### src/design/cpi_pkg.sv
`timescale 1ns / 1ps

package cpi_pkg;

    // Fixed-point format
    localparam int FRAC_BITS    = 16;
    localparam int ADC_BITS_DEF = 12;
    localparam int AMP_FS       = 12;   // amps at full ADC scale
    localparam int VOLT_FS      = 60;   // volts at full ADC scale
    localparam int AMP_W        = 20;   // < 12 * 2^16
    localparam int VOLT_W       = 22;   // < 60 * 2^16

    // Datapath widths
    localparam int EXT_W   = 42;        // extended sum width ahead of saturation
    localparam int MUL_A_W = 34;        // error sum, signed
    localparam int MUL_B_W = 23;        // gain or period, zero-extended
    localparam int PROD_W  = MUL_A_W + MUL_B_W;

    // Configuration port
    localparam int ADDR_W = 5;
    localparam int DATA_W = 32;
    localparam int GAIN_W = 22;
    localparam int PER_W  = 16;

    localparam logic [2:0] REG_VOLT_TARGET = 3'd0;
    localparam logic [2:0] REG_VOLT_KP     = 3'd1;
    localparam logic [2:0] REG_VOLT_KI     = 3'd2;
    localparam logic [2:0] REG_CURR_KP     = 3'd3;
    localparam logic [2:0] REG_CURR_KI     = 3'd4;
    localparam logic [2:0] REG_WINDUP_MODE = 3'd5;
    localparam logic [2:0] REG_PWM_PERIOD  = 3'd6;

    localparam logic [GAIN_W-1:0] RST_VOLT_TARGET = 22'd3145728;
    localparam logic [GAIN_W-1:0] RST_VOLT_KP     = 22'd5219;
    localparam logic [GAIN_W-1:0] RST_VOLT_KI     = 22'd465;
    localparam logic [GAIN_W-1:0] RST_CURR_KP     = 22'd9658;
    localparam logic [GAIN_W-1:0] RST_CURR_KI     = 22'd876;
    localparam logic              RST_WINDUP_MODE = 1'b1;
    localparam logic [PER_W-1:0]  RST_PWM_PERIOD  = 16'd5000;

    // Loop limits, Q16.16
    localparam logic signed [31:0] VINT_MAX = 32'sd786432;
    localparam logic signed [31:0] VINT_MIN = -32'sd786432;
    localparam logic signed [31:0] IINT_MAX = 32'sd62259;
    localparam logic signed [31:0] IINT_MIN = -32'sd62259;
    localparam logic signed [31:0] VOUT_MIN = 32'sd0;
    localparam logic signed [31:0] VOUT_MAX = 32'sd786432;
    localparam logic signed [31:0] DUTY_MIN = 32'sd3277;
    localparam logic signed [31:0] DUTY_MAX = 32'sd62259;

    typedef struct packed {
        logic [GAIN_W-1:0] voltage_target;
        logic [GAIN_W-1:0] volt_prop_gain;
        logic [GAIN_W-1:0] volt_int_gain;
        logic [GAIN_W-1:0] curr_prop_gain;
        logic [GAIN_W-1:0] curr_int_gain;
        logic              windup_mode;
        logic [PER_W-1:0]  pwm_period;
    } cfg_t;

    typedef struct packed {
        logic [PER_W-1:0]  compare_value;
        logic signed [31:0] duty_fraction;
        logic signed [31:0] current_setpoint;
        logic              volt_windup;
        logic              curr_windup;
    } res_t;

    function automatic logic signed [EXT_W-1:0] sext32(input logic signed [31:0] v);
        return {{(EXT_W-32){v[31]}}, v};
    endfunction

    function automatic logic signed [31:0] sat32(input logic signed [EXT_W-1:0] v);
        logic hi_ones;
        logic hi_zeros;
        hi_ones  = &v[EXT_W-1:31];
        hi_zeros = ~|v[EXT_W-1:31];
        if (hi_ones || hi_zeros) begin
            return v[31:0];
        end else if (v[EXT_W-1]) begin
            return 32'sh80000000;
        end else begin
            return 32'sh7FFFFFFF;
        end
    endfunction

    function automatic logic signed [31:0] clamp32(input logic signed [31:0] v,
                                                   input logic signed [31:0] lo,
                                                   input logic signed [31:0] hi);
        if (v < lo) begin
            return lo;
        end else if (v > hi) begin
            return hi;
        end else begin
            return v;
        end
    endfunction

endpackage

### src/design/cpi_regs.sv
`timescale 1ns / 1ps

module cpi_regs (
    input  logic                         aclk,
    input  logic                         aresetn,
    input  logic                         psel,
    input  logic                         penable,
    input  logic                         pwrite,
    input  logic [cpi_pkg::ADDR_W-1:0]   paddr,
    input  logic [cpi_pkg::DATA_W-1:0]   pwdata,
    output logic [cpi_pkg::DATA_W-1:0]   prdata,
    output logic                         pready,
    output cpi_pkg::cfg_t                cfg
);

    logic [cpi_pkg::GAIN_W-1:0] vtarget_reg, vkp_reg, vki_reg, ckp_reg, cki_reg;
    logic                       mode_reg;
    logic [cpi_pkg::PER_W-1:0]  period_reg;
    logic [2:0]                 index;
    logic                       wr_en;

    assign index  = paddr[cpi_pkg::ADDR_W-1:2];
    assign wr_en  = psel & penable & pwrite;
    assign pready = 1'b1;

    always_ff @(posedge aclk) begin
        if (!aresetn) begin
            vtarget_reg <= cpi_pkg::RST_VOLT_TARGET;
            vkp_reg     <= cpi_pkg::RST_VOLT_KP;
            vki_reg     <= cpi_pkg::RST_VOLT_KI;
            ckp_reg     <= cpi_pkg::RST_CURR_KP;
            cki_reg     <= cpi_pkg::RST_CURR_KI;
            mode_reg    <= cpi_pkg::RST_WINDUP_MODE;
            period_reg  <= cpi_pkg::RST_PWM_PERIOD;
        end else if (wr_en) begin
            case (index)
                cpi_pkg::REG_VOLT_TARGET: vtarget_reg <= pwdata[cpi_pkg::GAIN_W-1:0];
                cpi_pkg::REG_VOLT_KP:     vkp_reg     <= pwdata[cpi_pkg::GAIN_W-1:0];
                cpi_pkg::REG_VOLT_KI:     vki_reg     <= pwdata[cpi_pkg::GAIN_W-1:0];
                cpi_pkg::REG_CURR_KP:     ckp_reg     <= pwdata[cpi_pkg::GAIN_W-1:0];
                cpi_pkg::REG_CURR_KI:     cki_reg     <= pwdata[cpi_pkg::GAIN_W-1:0];
                cpi_pkg::REG_WINDUP_MODE: mode_reg    <= pwdata[0];
                cpi_pkg::REG_PWM_PERIOD:  period_reg  <= pwdata[cpi_pkg::PER_W-1:0];
                default: ;
            endcase
        end
    end

    always_comb begin
        prdata = '0;
        case (index)
            cpi_pkg::REG_VOLT_TARGET: prdata = cpi_pkg::DATA_W'(vtarget_reg);
            cpi_pkg::REG_VOLT_KP:     prdata = cpi_pkg::DATA_W'(vkp_reg);
            cpi_pkg::REG_VOLT_KI:     prdata = cpi_pkg::DATA_W'(vki_reg);
            cpi_pkg::REG_CURR_KP:     prdata = cpi_pkg::DATA_W'(ckp_reg);
            cpi_pkg::REG_CURR_KI:     prdata = cpi_pkg::DATA_W'(cki_reg);
            cpi_pkg::REG_WINDUP_MODE: prdata = cpi_pkg::DATA_W'(mode_reg);
            cpi_pkg::REG_PWM_PERIOD:  prdata = cpi_pkg::DATA_W'(period_reg);
            default:                  prdata = '0;
        endcase
    end

    always_comb begin
        cfg.voltage_target = vtarget_reg;
        cfg.volt_prop_gain = vkp_reg;
        cfg.volt_int_gain  = vki_reg;
        cfg.curr_prop_gain = ckp_reg;
        cfg.curr_int_gain  = cki_reg;
        cfg.windup_mode    = mode_reg;
        cfg.pwm_period     = period_reg;
    end

endmodule

### config.mk
export PLATFORM = sky130hd
export DESIGN_NAME = cpi_regs
export DESIGN_NICKNAME = d
export VERILOG_FILES = /design/src/design/cpi_pkg.sv /design/src/design/cpi_regs.sv
export SDC_FILE = /design/constraint.sdc
export NUM_CORES = 1
export LEC_CHECK = 0
export ABC_AREA = 1
export CAP_MARGIN = 20
export CORE_MARGIN = 2
export CORE_UTILIZATION = 30
export CTS_BUF_LIST = sky130_fd_sc_hd__clkbuf_8
export DETAILED_ROUTE_END_ITERATION = 10
export DONT_BUFFER_PORTS = 1
export GPL_TIMING_DRIVEN = 1
export PLACE_DENSITY = 0.55
export SLEW_MARGIN = 15
export SYNTH_ARGS = -nofsm -noshare
export SYNTH_HDL_FRONTEND = slang
export SYNTH_SLANG_ARGS = --single-unit
export TNS_END_PERCENT = 10
### constraint.sdc
create_clock -name aclk -period 1.35 [get_ports aclk]
set_clock_uncertainty 0.2 [all_clocks]
set_input_delay 0.135 -clock aclk [delete_from_list [all_inputs] [get_ports aclk]]
set_output_delay 0.135 -clock aclk [all_outputs]
set_load 0.005 [all_outputs]
==> results.cfg <==
[run_status]
status = finished, violations left
violations = hold timing, setup timing

[routing]
drc = 0
wl_per_cell_um = 17.94
wl_um = 25170
ant_nets = 0
num_vias = 6956
drt_iter0_markers = 844
dr.pass1.iters = 5
viasPerCell = 4.958

[cts]
cts-root-buf = clkbuf_8
cts-htree-levels = 4
postCtsSetupBuffers = 0
clkSlewWorstSetupHoldPaths_ns = 0.08
cts_buffers = 17
cts_sinks = 127
clock_latency_ns = 0.45
clockBufferDepth = 2
cts_tree = built

[timing]
final_hold_viol_count = 83
timing.hold.ws_ns = -0.2429
fmax_ghz = 0.6217
grt_setup_unrepaired = yes
finalSetupViolCount = 34
drv_slew = 0
finalWorstSetupSlack_ns = -0.2586
period_minus_slack_ns = 1.609
fin_crit_sh_pct = 119.2

[global_route]
grt_use_total_pct = 22.02
antenna_found_initial = 0
grt_pass1_vias = 6240
grt_max_degree = 83
global_route.overflow_total = 0
grt_pass1_wl_um = 37860

[placement]
hpwl_um = 16130
gp_congestion = 0.8878
dp_slack_ns = 0.02380
dpl_cell_area_mm2 = 0.006860
io_buffer_count = 0

[worst_hold_path]
whs_path_depth = 3
hold_end = period_reg[8]
hold_start = paddr[4]
hp-class = in -> reg

[cells_and_area]
fin_nets = 1156
regArea_mm2 = 0.002625
layout_commonest_cell = nand2_1
syn_to_final_growth_pct = 39.84
fillers = 2174
fin_util_pct = 42.65
drive_gt1_share_pct = 18.99
multiInputGateArea_mm2 = 0.003374
final_cell_area_mm2 = 0.008937
final_cell_mix = nand2_1 (289), nor2_1 (197), nand3_1 (146), dlygate4sd3_1 (107), dfxtp_1 (67)

[setup_path]
r2r_setup_slack_ns = -0.03
crit_fanout = 3
crit_arrival_ns = 1.27
cp-end-kind = output port
cp.required_ns = 1.01
reg2reg_depth = 3
r2r_start = vkp_reg[19]
worstSetupPathType = reg -> out
worstSetupStartpointType = register
reg2reg_to = vkp_reg[19]

[pwr]
p_leak_nw = 4.021
pwr_density_cell_mw_per_mm2 = 1005
totalPowerFinal_mw = 8.986
irDropWorstVdd_mv = 0.5724

[floorplanning]
start_util_pct = 30.50
rows = 53
coreArea_mm2 = 0.02096
io_pins = 202
die_area_mm2 = 0.02249
die_height_um = 150.0
die_w_um = 150.0

[synthesis]
ys_types = 22
yosysTopAreaCell = dfxtp_1
syn_area_mm2 = 0.006391
synth_top_area_share_pct = 39.78
ys_seq_elements = 127
syn_area_per_cell_um2 = 6.456
synthTopCellsByArea = dfxtp_1 (40%), nand2_1 (18%), nor2_1 (13%), nand3_1 (12%), nand4_1 (3.9%)
yosysSeqAreaShare_pct = 39.78
synthCells = 990
ys_warn_count = 0

[job]
max-cap-violations = 0
power by group:
group / switching [mW] / internal (mW)
Sequential: 0.0531 / 3.79
Combinational: 0.532 / 0.458
Clock: 1.63 / 2.52
Total: 2.22 / 6.77
cells in the mapped netlist (all sizes together):
library cell,count
inv,43
nand2,312
nand3,151
dfxtp,127
o21ai,6
nand4,40
conb,2
nor2,228
buf,73
clkbuf,8
critical path, stage by stage, from the launching register on:
cell and delay, ns:
dfxtp_2 0.34, nand3_1 0.11, nand2_1 0.07, nor2_2 0.18, nand2_1 0.11
layout make-up:
class                   count  area share, %
clock buffers              20          3.080
clock inverters            12          2.394
inverters                  43          1.974
diodes                      1        0.02800
multi-input cells         748          37.76
well taps                 275          3.850
flip-flops and latches    127          29.37
repair buffers            177          21.55
layer usage:
metal,up-vias,global-route usage (%),wire length [um]
li1,3364,-,-
met1,3272,31.03,11240
met2,292,31.39,10830
met3,28,8.140,2628
met4,0,5.943,467
met5,-,0,0
logic make-up after synthesis:
logic type / Yosys count / share of synthesized area, %
other: 2 / 0.1175
flip-flops: 127 / 39.78
AO/OA/AOI/OAI: 6 / 0.4699
buffers and inverters: 124 / 10.45
AND/OR/NAND/NOR: 731 / 49.18
worst max path at each step:
| stage | start | end | slack, ns |
|---|---|---|---|
| detailed placement | paddr[2] | vki_reg[7] | 0.02 |
| floorplan | paddr[2] | prdata[4] | 0.05 |
| CTS | period_reg[8] | prdata[8] | -0.24 |
| global placement | paddr[2] | vki_reg[8] | 0.03 |
| global route | period_reg[0] | prdata[0] | -0.32 |
| finish | vtarget_reg[8] | prdata[8] | -0.26 |
per-stage QoR:
step | hold WS (ns) | instances | TNS, ns
after global placement | 0.04418 | 1245 | 0
final | -0.2429 | 1403 | -4.263
after CTS | -0.2627 | 1391 | -7.209
after global routing | -0.2634 | 1402 | -6.717
after detailed placement | 0.04650 | 1245 | 0
after floorplan | 0.06113 | 999 | 0
repair_timing:
action,CTS,global route
gates cloned,0,0
setup endpoints to repair,22,86
hold endpoints to repair,127,82
pin swaps,17,12
gates resized for setup,81,69
hold buffers,115,11
Note: power is estimated with default switching activity, not from simulation.
